**config.mk**
```make
export PLATFORM = sky130hd
export DESIGN_NAME = omrt_cell
export DESIGN_NICKNAME = d
export VERILOG_FILES = /design/src/sv/omrt_pkg.sv /design/src/sv/omrt_cell.sv
export SDC_FILE = /design/constraint.sdc
export NUM_CORES = 1
export LEC_CHECK = 0
export ABC_AREA = 1
export BUFFER_PORTS_ARGS = -buffer_cell sky130_fd_sc_hd__buf_2
export CAP_MARGIN = 20
export CORE_AREA = 4 4 143 145
export CTS_CLUSTER_SIZE = 12
export DETAILED_ROUTE_END_ITERATION = 7
export DIE_AREA = 0 0 147 149
export GPL_TIMING_DRIVEN = 0
export PLACE_DENSITY_LB_ADDON = 0.05
export RECOVER_POWER = 100
export SYNTH_ARGS = -nofsm -noshare
export SYNTH_HDL_FRONTEND = slang
export SYNTH_SLANG_ARGS = --single-unit
```
**constraint.sdc**
```tcl
create_clock -name clk -period 10 [get_ports clk]
set_input_delay 2 -clock clk [delete_from_list [all_inputs] [get_ports clk]]
set_output_delay 2 -clock clk [all_outputs]
set_load 0.01 [all_outputs]
```
**src/sv/omrt_pkg.sv**
```systemverilog
package omrt_pkg;

  localparam logic [1:0] OP_INSERT  = 2'd0;
  localparam logic [1:0] OP_FIND    = 2'd1;
  localparam logic [1:0] OP_EXTRACT = 2'd2;

  localparam logic [2:0] KIND_ID     = 3'd0;
  localparam logic [2:0] KIND_PARENT = 3'd1;
  localparam logic [2:0] KIND_PRIO   = 3'd2;
  localparam logic [2:0] KIND_STATUS = 3'd3;
  localparam logic [2:0] KIND_ANY    = 3'd4;

  localparam logic [1:0] RES_OK   = 2'd0;
  localparam logic [1:0] RES_MISS = 2'd1;
  localparam logic [1:0] RES_FULL = 2'd2;

  typedef struct packed {
    logic [31:0] id;
    logic [31:0] parent;
    logic [15:0] prio;
    logic [7:0]  status;
  } record_t;

  typedef struct packed {
    logic load;
    logic shift;
  } cell_ctrl_t;

  typedef struct packed {
    logic [2:0]  kind;
    logic [31:0] key;
  } query_t;

endpackage

```
**src/sv/omrt_cell.sv**
```systemverilog
module omrt_cell
  import omrt_pkg::*;
(
  input  logic        clk,
  input  logic        rst,
  input  cell_ctrl_t  ctrl,
  input  record_t     new_rec,
  input  record_t     next_rec,
  input  logic        next_valid,
  input  query_t      query,
  input  logic [31:0] prev_max,
  output record_t     rec,
  output logic        valid,
  output logic        match,
  output logic [31:0] run_max
);

  always_ff @(posedge clk) begin
    if (ctrl.load) begin
      rec <= new_rec;
    end else if (ctrl.shift) begin
      rec <= next_rec;
    end
  end

  always_ff @(posedge clk) begin
    if (rst) begin
      valid <= 1'b0;
    end else if (ctrl.load) begin
      valid <= 1'b1;
    end else if (ctrl.shift) begin
      valid <= next_valid;
    end
  end

  // The running maximum ripples one cell per cycle toward the tail.
  always_ff @(posedge clk) begin
    if (rst) begin
      run_max <= 32'd0;
    end else if (valid && (rec.id > prev_max)) begin
      run_max <= rec.id;
    end else begin
      run_max <= prev_max;
    end
  end

  always_comb begin
    case (query.kind)
      KIND_ID:     match = valid && (rec.id == query.key);
      KIND_PARENT: match = valid && (rec.parent == query.key);
      KIND_PRIO:   match = valid && ({16'd0, rec.prio} == query.key);
      KIND_STATUS: match = valid && ({24'd0, rec.status} == query.key);
      KIND_ANY:    match = valid;
      default:     match = 1'b0;
    endcase
  end

endmodule

```
==> reports/results.tsv, run 1 <==
metric	value	unit
via_per_inst	4.57	
tritoncts	yes	
p_seq_frac	0.402	
postLayoutSetupSlackWorst	3.39	ns
first_global_vias	7263	
syn_inst	970	
cpMostUsedCell	clkbuf_1	
tightestPinTransition	3.08	ns
maxCapViolations	1	
slew_headroom	-1.06	
drt-initial-drc-count	284	
powerDensity	166	nW/um^2
cp.required	9.96	ns
slew_violations	57	
crit_chain	clkbuf_1 > inv_1 > clkbuf_1 > nand2_1 > clkbuf_1	
ctsResizeCount	0	
track_usage	0.237	
worstPathArrival	6.57	ns
rows	51	
p_leak	5.10	nW
clk-insertion-delay-late	0.42	ns
die_y	149	um
switching_share	0.287	
final_area	9710	sq um
p_int	1.15	mW
rr_worst_depth	10	
grt_antenna_before_repair	5	
p_comb_frac	0.191	
timing.hold.ws	0.620	ns
fp.dieArea	21900	sq um
r2r_setup_slack	7.52	ns
antenna_left	0	
cts_buffer_depth	2	
fin_skew	0.00746	ns
root_buffer	clkbuf_16	
crit_slowest_cell	clkbuf_1	
grt_first_pass_wirelength	39700	um
critPathLaunchType	input port	
ys_warn_count	0	
post-place-ws	4.23	ns
peakVddDrop	0.0992	mV
async_flop_share	0	
post-cts-setup-buffers	0	
start_util	0.367	
violations	max-capacitance violations, max-slew violations	
synth_ff_type	edfxtp_1	
syn_avg_cell_area	7.26	sq um
dpl.hpwl	21800	um
drt-total-wl	26700	um
cts_made_buffers	17	
postPlaceCellArea	9250	sq um
cts_hold_buffers	0	
crit_fanout	56	
die_x	147	um
critical-path-top-delay-family	buffers and inverters	
first_pass_iters	5	
fin_setup_tns	0	ns
cp.depth	5	
port_buffers	367	
drc_errors	0	
via_count	7489	
overflow	0	
hold_depth	2	
final_util	0.506	
path_buf_inv	4	
num_io_pins	370	
status	complete, but fails checks	
hold_violations	0	
grt_max_degree	57	
gp_congestion	0.823	
ys_ff_latch	121	
max_freq	0.151	GHz
drt-wirelength-per-cell	16.3	um
hold_class	flop to flop	
htreeDepth	4	
syn-cell-area	7040	sq um
period_share	0.661	
power_switching	0.463	mW
period_needed	6.61	ns
setup_viol_count_final	0	
layout.nets	1637	
core_area	19200	sq um
ys_seq_area_frac	0.469	
area_growth	37.9	%
synth_nets	1250	
synth_edf_count	88	
drive_gt1_frac	0.212	
yosys.cell_types.count	28	
power_frac_clock	0.406	
end_kind	flop	
critical-path-max-stage-delay	2.25	ns
critPathKind	input port to flop	
cts_sinks	121	
grt_setup_unrepaired	false	
cts.reportedPaths.clkPinSlew	0.06	ns
[stage by stage]
step	power, mW	instances
final	1.61	1639
after global routing	1.69	1637
after CTS	1.64	1635
after detailed placement	0.981	1603
after global placement	0.979	1602
after floorplan	0.811	970
[worst reg2reg max path, cell delays in order (launching register included)]
cell,delay (ns)
edfxtp_1,0.47
ha_1,0.35
nand2_1,0.08
nor2_1,0.13
nand4_1,0.17
nor4_2,0.25
a21boi_0,0.14
nand2_1,0.19
clkbuf_1,0.38
o21ai_0,0.13
nor2_1,0.13
[logic make-up after synthesis]
family / after synthesis / synth area share
flip-flops: 121 / 0.469
AO/OA/AOI/OAI: 60 / 0.0449
buffers and inverters: 130 / 0.0730
adder cells (fa/ha/maj): 32 / 0.0568
AND/OR/NAND/NOR: 627 / 0.356
[synth_stat cells (2+ instances only)]
library cell	number	area (sq um)
dfxtp_1	33	661
nor2_1	112	420
nand3_1	50	250
clkbuf_1	23	86.3
edfxtp_1	88	2640
nand4_1	23	144
buf_2	6	30.0
o21ai_0	37	185
a21oi_1	17	85.1
nor2_4	2	22.5
inv_1	91	342
buf_1	2	7.51
ha_1	32	400
inv_2	4	15.0
buf_4	3	22.5
nand2_1	435	1630
[state kept, by name, indices dropped and copies added (netlist names)]
name,count
valid,1
rec,88
run_max,32
[routing by layer]
layer / vias to the layer above / share of wire / GRT usage
met5: - / 0.0014 / 0
met1: 3311 / 0.42 / 0.295
li1: 3870 / - / -
met2: 271 / 0.48 / 0.409
met3: 31 / 0.076 / 0.0593
met4: 6 / 0.015 / 0.0727
[layout by cell type (no fill, tap or decap), drive strengths merged, types with 32 or more instances in the layout]
| cell type | n |
|---|---|
| nand2 | 436 |
| dfxtp | 33 |
| edfxtp | 88 |
| inv | 95 |
| nor2 | 114 |
| ha | 32 |
| clkbuf | 178 |
| buf | 256 |
| nand3 | 51 |
| o21ai | 38 |
[worst paths after layout]
path / start / endpoint
min reg2reg: valid$_SDFFE_PP0P_ / valid$_SDFFE_PP0P_
max reg2reg: rec[87]$_DFFE_PP_ / run_max[31]$_SDFF_PP0_
min: valid$_SDFFE_PP0P_ / valid$_SDFFE_PP0P_
max: ctrl[1] / rec[30]$_DFFE_PP_
[cell type report]
class / count / area (sq um)
multi-input cells: 719 / 3220
clock inverters: 1 / 8.76
repair buffers: 368 / 1690
inverters: 95 / 357
fillers: 2046 / 9490
flip-flops and latches: 121 / 3300
diodes: 4 / 10.0
plain buffers: 35 / 158
clock buffers: 31 / 636
well taps: 265 / 332
[power groups by stage]
stage / sequential (mW) / clock, mW / combinational [mW]
global route: 0.655 / 0.686 / 0.353
CTS: 0.646 / 0.665 / 0.327
finish: 0.648 / 0.655 / 0.308
floorplan: 0.665 / 0 / 0.146
global placement: 0.657 / 0 / 0.321
detailed placement: 0.656 / 0 / 0.326
(Power assumes the default switching activity.)
==> run 2: changes to the inputs <==
--- a/config.mk
+++ b/config.mk
@@ -8,10 +8,10 @@
 export ABC_AREA = 1
 export BUFFER_PORTS_ARGS = -buffer_cell sky130_fd_sc_hd__buf_2
 export CAP_MARGIN = 20
-export CORE_AREA = 4 4 143 145
+export CORE_AREA = 4 4 141 143
 export CTS_CLUSTER_SIZE = 12
 export DETAILED_ROUTE_END_ITERATION = 7
-export DIE_AREA = 0 0 147 149
+export DIE_AREA = 0 0 145 147
 export GPL_TIMING_DRIVEN = 0
 export PLACE_DENSITY_LB_ADDON = 0.05
 export RECOVER_POWER = 100
==> constraint.sdc (replaced) <==
create_clock -name clk -period 6.6 [get_ports clk]
set_input_delay 1.32 -clock clk [delete_from_list [all_inputs] [get_ports clk]]
set_output_delay 1.32 -clock clk [all_outputs]
set_load 0.01 [all_outputs]
==> run 2 against run 1 <==
The run still ends with max-capacitance violations, max-slew violations left; final cell count shrank 2.0%; wire length shrank 0.39%; clock skew shrank 0.0028 ns; sequential power grew 51%; worst hold slack lost 0.026 ns; first-iteration DRC count grew 11%; combinational power grew 52%; sequential share of layout area grew 0.21 points; clock-buffer cell count shrank 11; die area shrank 2.7%; non-clock buffer count is the same; critical path type unchanged; critical endpoint is now rec[17]$_DFFE_PP_; highest routed layer is now met4.
==> reports/results.tsv, run 2 (synthesis results as in run 1) <==
metric	value	unit	change
drt-total-wl	26600	um	was 26700 um
violations	max-capacitance violations, max-slew violations		unchanged
crit_chain	clkbuf_1 > inv_1 > clkbuf_1 > nand2_1 > clkbuf_2		was clkbuf_1 > inv_1 > clkbuf_1 > nand2_1 > clkbuf_1
cts_made_buffers	17		unchanged
worstPathArrival	5.11	ns	was 6.57 ns
cp.required	6.63	ns	was 9.96 ns
antenna_left	0		unchanged
num_io_pins	370		unchanged
power_switching	0.715	mW	was 0.463 mW
die_y	147	um	was 149 um
grt_setup_unrepaired	false		unchanged
max_freq	0.197	GHz	
p_leak	5.08	nW	was 5.10 nW
gp_congestion	0.813		was 0.823
cts_buffer_depth	2		unchanged
critPathKind	input port to flop		unchanged
regMostFlops	rec		unchanged
overflow	0		unchanged
dp_cells	1572		was 1603
cpMostUsedCell	clkbuf_1		unchanged
postPlaceCellArea	9210	sq um	was 9250 sq um
critPathLaunchType	input port		unchanged
powerDensity	256	nW/um^2	was 166 nW/um^2
cts_sinks	121		unchanged
drt-wirelength-per-cell	16.6	um	was 16.3 um
fin_skew	0.00470	ns	was 0.00746 ns
timing.hold.ws	0.594	ns	was 0.620 ns
top_regs	rec x88, run_max x32, valid x1		unchanged
peakVddDrop	0.167	mV	was 0.0992 mV
fp.dieArea	21300	sq um	was 21900 sq um
p_int	1.76	mW	was 1.15 mW
root_buffer	clkbuf_16		unchanged
start_util	0.379		was 0.367
largest_register_ffs	88		unchanged
critical-path-top-delay-family	buffers and inverters		unchanged
power_frac_clock	0.414		was 0.406
die_x	145	um	was 147 um
fin_cells	1606		was 1639
tritoncts	yes		unchanged
final_area	9650	sq um	was 9710 sq um
end_kind	flop		unchanged
crit_slowest_cell	nand2_1		was clkbuf_1
port_buffers	367		unchanged
fin_setup_tns	0	ns	unchanged
setup_viol_count_final	0		unchanged
cts.reportedPaths.clkPinSlew	0.06	ns	about the same
ctsResizeCount	0		unchanged
via_per_inst	4.66		was 4.57
status	complete, but fails checks		unchanged
layout_commonest_cell	nand2_1		unchanged
mostFrequentLayoutCells	435 x nand2_1, 250 x buf_2, 150 x clkbuf_1		was 435 x nand2_1, 251 x buf_2, 152 x clkbuf_1
grt_first_pass_wirelength	39600	um	was 39700 um
maxCapViolations	1		unchanged
cts_hold_buffers	0		unchanged
hold_class	flop to flop		unchanged
path_buf_inv	4		unchanged
drive_gt1_frac	0.212		about the same
rows	50		was 51
critical-path-max-stage-delay	1.37	ns	was 2.25 ns
period_share	0.771		
period_needed	5.09	ns	
hold_violations	0		unchanged
first_global_vias	7171		was 7263
slew_headroom	-0.195		was -1.06
num-fill-cells	1943		was 2046
area_growth	37.1	%	was 37.9%
post-cts-setup-buffers	0		unchanged
p_seq_frac	0.396		was 0.402
dpl.hpwl	21700	um	was 21800 um
drc_errors	0		unchanged
grt_max_degree	49		was 57
fin_total_pwr	2.47	mW	was 1.61 mW
drt-initial-drc-count	315		was 284
htreeDepth	4		unchanged
slew_violations	42		was 57
first_pass_iters	5		unchanged
p_comb_frac	0.190		was 0.191
tightestPinTransition	1.79	ns	was 3.08 ns
clk-insertion-delay-late	0.42	ns	about the same
layout.nets	1637		unchanged
core_area	18600	sq um	was 19200 sq um
grt_antenna_before_repair	2		was 5
via_count	7487		was 7489
switching_share	0.289		was 0.287
track_usage	0.242		was 0.237
crit_fanout	48		was 56
## run 2: metal layers
metal,vias to the layer above,track usage,routed length (um)
li1,3868,-,-
met3,29,0.0632,1870
met1,3315,0.290,11100
met4,0,0.0722,527
met5,-,0,0
met2,275,0.428,13200
## run 2: stage by stage
step | setup slack (ns) | utilization
floorplan | 2.37 | -
global placement | 0.559 | 0.494
detailed placement | 2.20 | 0.496
CTS | 2.19 | 0.530
global route | 1.14 | 0.520
finish | 1.51 | 0.520
## run 2: cell type report
class / instances / area (sq um) / share of cell area
sequential: 121 / 3300 / 0.342
buffer: 35 / 156 / 0.0162
antenna: 2 / 5.00 / 0.000518
clock inverter: 12 / 199 / 0.0206
timing repair buffer: 368 / 1690 / 0.175
inverter: 95 / 357 / 0.0369
tap: 234 / 293 / 0.0303
clock buffer: 20 / 437 / 0.0452
multi-input combinational: 719 / 3220 / 0.333
## run 2: worst paths after layout
path,startpoint,endpoint,slack [ns],depth (start not counted)
setup / recovery,ctrl[1],rec[17]$_DFFE_PP_,1.51,5
hold reg to reg,valid$_SDFFE_PP0P_,valid$_SDFFE_PP0P_,0.59,2
hold / removal,valid$_SDFFE_PP0P_,valid$_SDFFE_PP0P_,0.59,2
setup reg to reg,rec[87]$_DFFE_PP_,run_max[12]$_SDFF_PP0_,3.87,12
## run 2: worst reg2reg max path, stage by stage, from the launching register on
cell      delay (ns)
edfxtp_1        0.47
ha_1            0.34
nand2_1         0.08
nor2_1          0.19
nand4_1         0.14
nor4_1          0.37
nand2_1         0.11
nand2_1         0.07
nand2_1         0.12
inv_1           0.17
clkbuf_1        0.42
nor2_1          0.08
nor2_1          0.12
## run 2: power groups by stage
| stage | Sequential (mW) | Combinational [mW] | Clock [mW] |
|---|---|---|---|
| after CTS | 0.977 | 0.500 | 1.04 |
| after global placement | 0.995 | 0.488 | 0 |
| after detailed placement | 0.992 | 0.497 | 0 |
| after floorplan | 1.01 | 0.221 | 0 |
| final | 0.980 | 0.469 | 1.02 |
| after global routing | 0.989 | 0.531 | 1.07 |
==> run 3: changes to the inputs <==
--- a/config.mk
+++ b/config.mk
@@ -5,13 +5,13 @@
 export SDC_FILE = /design/constraint.sdc
 export NUM_CORES = 1
 export LEC_CHECK = 0
-export ABC_AREA = 1
+export ABC_AREA = 0
 export BUFFER_PORTS_ARGS = -buffer_cell sky130_fd_sc_hd__buf_2
 export CAP_MARGIN = 20
-export CORE_AREA = 4 4 141 143
+export CORE_AREA = 4 4 143 145
 export CTS_CLUSTER_SIZE = 12
 export DETAILED_ROUTE_END_ITERATION = 7
-export DIE_AREA = 0 0 145 147
+export DIE_AREA = 0 0 147 149
 export GPL_TIMING_DRIVEN = 0
 export PLACE_DENSITY_LB_ADDON = 0.05
 export RECOVER_POWER = 100
==> constraint.sdc (replaced) <==
create_clock -name clk -period 5.2 [get_ports clk]
set_input_delay 1.04 -clock clk [delete_from_list [all_inputs] [get_ports clk]]
set_output_delay 1.04 -clock clk [all_outputs]
set_load 0.01 [all_outputs]
==> run 3 against run 2 <==
The run still ends with max-capacitance violations, max-slew violations left; design area shrank 1.8%; sequential share of layout area up 0.64 points; synthesized cell count decreased by 41%; critical path depth increased by 5; clock skew is 0.011 ns higher; core utilization shrank 2.6 points; worst setup slack worse by 0.77 ns; non-clock buffer count is 8 lower; sequential cell count did not move; clock power is 20% higher; sequential power increased by 28%; worst hold slack improved by 0.025 ns.
==> reports/results.tsv, run 3 <==
metric	value	unit	change
core_area	19200	sq um	was 18600 sq um
power_frac_clock	0.398		was 0.414
drt-total-wl	25900	um	was 26600 um
first_global_vias	6344		was 7171
grt_setup_unrepaired	false		unchanged
fin_cells	1240		was 1606
r2r-start	rec[87]$_DFFE_PP_		unchanged
cp.required	4.16	ns	was 6.63 ns
cts_sinks	121		unchanged
htreeDepth	4		unchanged
synth_area_leaders	edfxtp_1 39%, mux2_2 15%, dfxtp_1 9.7%		was edfxtp_1 38%, nand2_1 23%, dfxtp_1 9.4%
synth_top_family_by_area	multiplexers		was simple AND/OR/NAND/NOR gates
synth_most_common_cell	mux2_2		was nand2_1
grt_max_degree	53		was 49
rr_worst_depth	9		was 12
cts_buffer_depth	2		unchanged
end_kind	output pin		was flop
synthMuxAreaShare	0.206		was 0
top_regs	rec x88, run_max x32, valid x1		unchanged
worstPathArrival	3.42	ns	was 5.11 ns
drt-initial-drc-count	308		was 315
max_freq	0.224	GHz	
ys_ff_latch	121		unchanged
yosys.area_share.simple	0.0756		was 0.356
start_util	0.356		was 0.379
critPathKind	input port to output pin		was input port to flop
setup_viol_count_final	0		unchanged
tightestPinTransition	1.80	ns	was 1.79 ns
drive_gt1_frac	0.378		was 0.212
synthAdderAreaFrac	0.0586		was 0.0568
p_comb_frac	0.195		was 0.190
fin_setup_tns	0	ns	unchanged
cts_hold_buffers	0		unchanged
r2r_setup_slack	1.85	ns	was 3.87 ns
syn_avg_cell_area	11.9	sq um	was 7.26 sq um
slew_headroom	-0.198		was -0.195
status	complete, but fails checks		unchanged
p_int	2.18	mW	was 1.76 mW
period_needed	4.46	ns	
hold_depth	2		unchanged
p_leak	4.09	nW	was 5.08 nW
hold_class	flop to flop		unchanged
cts_made_buffers	17		unchanged
via_count	6132		was 7487
num_io_pins	370		unchanged
post-cts-setup-buffers	0		unchanged
final-seq-area	3300	sq um	unchanged
synth_compound_area_frac	0.107		was 0.0449
synth_commonest_cells	93 x mux2_2, 88 x edfxtp_1, 53 x inv_1, 42 x nor2_1, 35 x mux2i_1		was 435 x nand2_1, 112 x nor2_1, 91 x inv_1, 88 x edfxtp_1, 50 x nand3_1
syn-cell-area	6840	sq um	was 7040 sq um
yosys.area_share.xor_xnor	0.0205		was 0
maxCapViolations	1		unchanged
ys_seq_area_frac	0.483		was 0.469
fp.dieArea	21900	sq um	was 21300 sq um
grt_first_pass_wirelength	37800	um	was 39600 um
dp_cells	1206		was 1572
ctsResizeCount	0		unchanged
drt-wirelength-per-cell	20.9	um	was 16.6 um
synth_top_area_cell	edfxtp_1		unchanged
grt_antenna_before_repair	4		was 2
synth_edf_count	88		unchanged
postPlaceCellArea	9040	sq um	was 9210 sq um
period_share	0.857		
synth_nets	853		was 1250
ys_warn_count	0		unchanged
port_buffers	367		unchanged
layout.nets	1240		was 1637
switching_share	0.287		was 0.289
regMostFlops	rec		unchanged
num-fill-cells	1896		was 1943
violations	max-capacitance violations, max-slew violations		unchanged
min-delay-start	rec[75]$_DFFE_PP_		was valid$_SDFFE_PP0P_
synth_top_area_frac	0.386		was 0.375
via_per_inst	4.95		was 4.66
layout_commonest_cell	buf_2		was nand2_1
critPathLaunchType	input port		unchanged
power_switching	0.877	mW	was 0.715 mW
cts.reportedPaths.clkPinSlew	0.06	ns	about the same
overflow	0		unchanged
largest_register_ffs	88		unchanged
rows	51		was 50
dpl.hpwl	21300	um	was 21700 um
fin_total_pwr	3.06	mW	was 2.47 mW
syn_inst	573		was 970
final_area	9480	sq um	was 9650 sq um
die_x	147	um	was 145 um
p_seq_frac	0.407		was 0.396
track_usage	0.233		was 0.242
yosys.cell_types.count	54		was 28
die_y	149	um	was 147 um
drc_errors	0		unchanged
clk-insertion-delay-late	0.42	ns	about the same
tritoncts	yes		unchanged
mostFrequentLayoutCells	248 x buf_2, 142 x clkbuf_1, 88 x edfxtp_1		was 435 x nand2_1, 250 x buf_2, 150 x clkbuf_1
hold_violations	0		unchanged
slew_violations	37		was 42
root_buffer	clkbuf_16		unchanged
powerDensity	322	nW/um^2	was 256 nW/um^2
area_growth	38.6	%	was 37.1%
crit_start	query[34]		was ctrl[1]
synth_ff_type	edfxtp_1		unchanged
multiInputGateArea	3200	sq um	was 3220 sq um
fin_skew	0.0155	ns	was 0.00470 ns
async_flop_share	0		unchanged
first_pass_iters	5		unchanged
gp_congestion	0.819		was 0.813
peakVddDrop	0.204	mV	was 0.167 mV
crit_fanout	10		was 48
antenna_left	0		unchanged
-- run 3: changes by cell type after synthesis, moves of 9 or more --
cell / before / now
a21o_1: 0 / 9
a22oi_1: 0 / 17
inv_1: 91 / 53
mux2_2: 0 / 93
mux2i_1: 0 / 35
nand2_1: 435 / 7
nand3_1: 50 / 5
nand4_1: 23 / 10
nor2_1: 112 / 42
nor2b_1: 0 / 9
o21ai_0: 37 / 6
-- run 3: power by group through the flow --
stage | combinational (mW) | clock (mW) | sequential, mW
floorplan | 0.287 | 0 | 1.28
global placement | 0.626 | 0 | 1.26
detailed placement | 0.630 | 0 | 1.26
CTS | 0.634 | 1.23 | 1.24
global route | 0.659 | 1.28 | 1.26
finish | 0.595 | 1.22 | 1.25
-- run 3: layout make-up --
| type | count | share of cell area |
|---|---|---|
| repair buffers | 368 | 0.181 |
| diodes | 2 | 0.000528 |
| well taps | 265 | 0.0350 |
| clock inverters | 15 | 0.0187 |
| plain buffers | 27 | 0.0131 |
| clock buffers | 17 | 0.0449 |
| inverters | 53 | 0.0210 |
| flip-flops and latches | 121 | 0.349 |
| multi-input cells | 372 | 0.338 |
-- run 3: per-layer routing --
| layer | track usage | wire [um] | vias up | share of wire |
|---|---|---|---|---|
| met4 | 0.0555 | 260 | 6 | 0.010 |
| met1 | 0.269 | 10000 | 2906 | 0.39 |
| li1 | - | - | 2946 | - |
| met3 | 0.0702 | 1980 | 24 | 0.076 |
| met5 | 0 | 34 | - | 0.0013 |
| met2 | 0.424 | 13600 | 250 | 0.53 |
-- run 3: final timing paths --
check | to
setup / recovery | match
hold / removal | run_max[19]$_SDFF_PP0_
setup reg to reg | run_max[16]$_SDFF_PP0_
hold reg to reg | run_max[19]$_SDFF_PP0_
-- run 3: worst max-delay path, stage by stage --
cell and delay [ns]:
buf_2 0.15, nor3b_2 0.48, buf_4 0.27, a22oi_1 0.09
xor2_1 0.15, nand4_1 0.16, a2111oi_0 0.41, nor4b_1 0.32
a32o_1 0.18, buf_2 0.16
-- run 3: logic make-up after synthesis --
kind of cell,after synthesis
adder cells (fa/ha/maj),32
flip-flops,121
AO/OA/AOI/OAI,96
XOR/XNOR,16
multiplexers,129
AND/OR/NAND/NOR,99
buffers and inverters,80
-- run 3: stage by stage --
| stage | worst slack, ns | util | hold WS, ns |
|---|---|---|---|
| after floorplan | 1.52 | - | 0.596 |
| after global placement | 0.663 | 0.469 | 0.600 |
| after detailed placement | 0.702 | 0.470 | 0.604 |
| after CTS | 0.688 | 0.502 | 0.623 |
| after global routing | 0.586 | 0.493 | 0.667 |
| final | 0.743 | 0.493 | 0.619 |
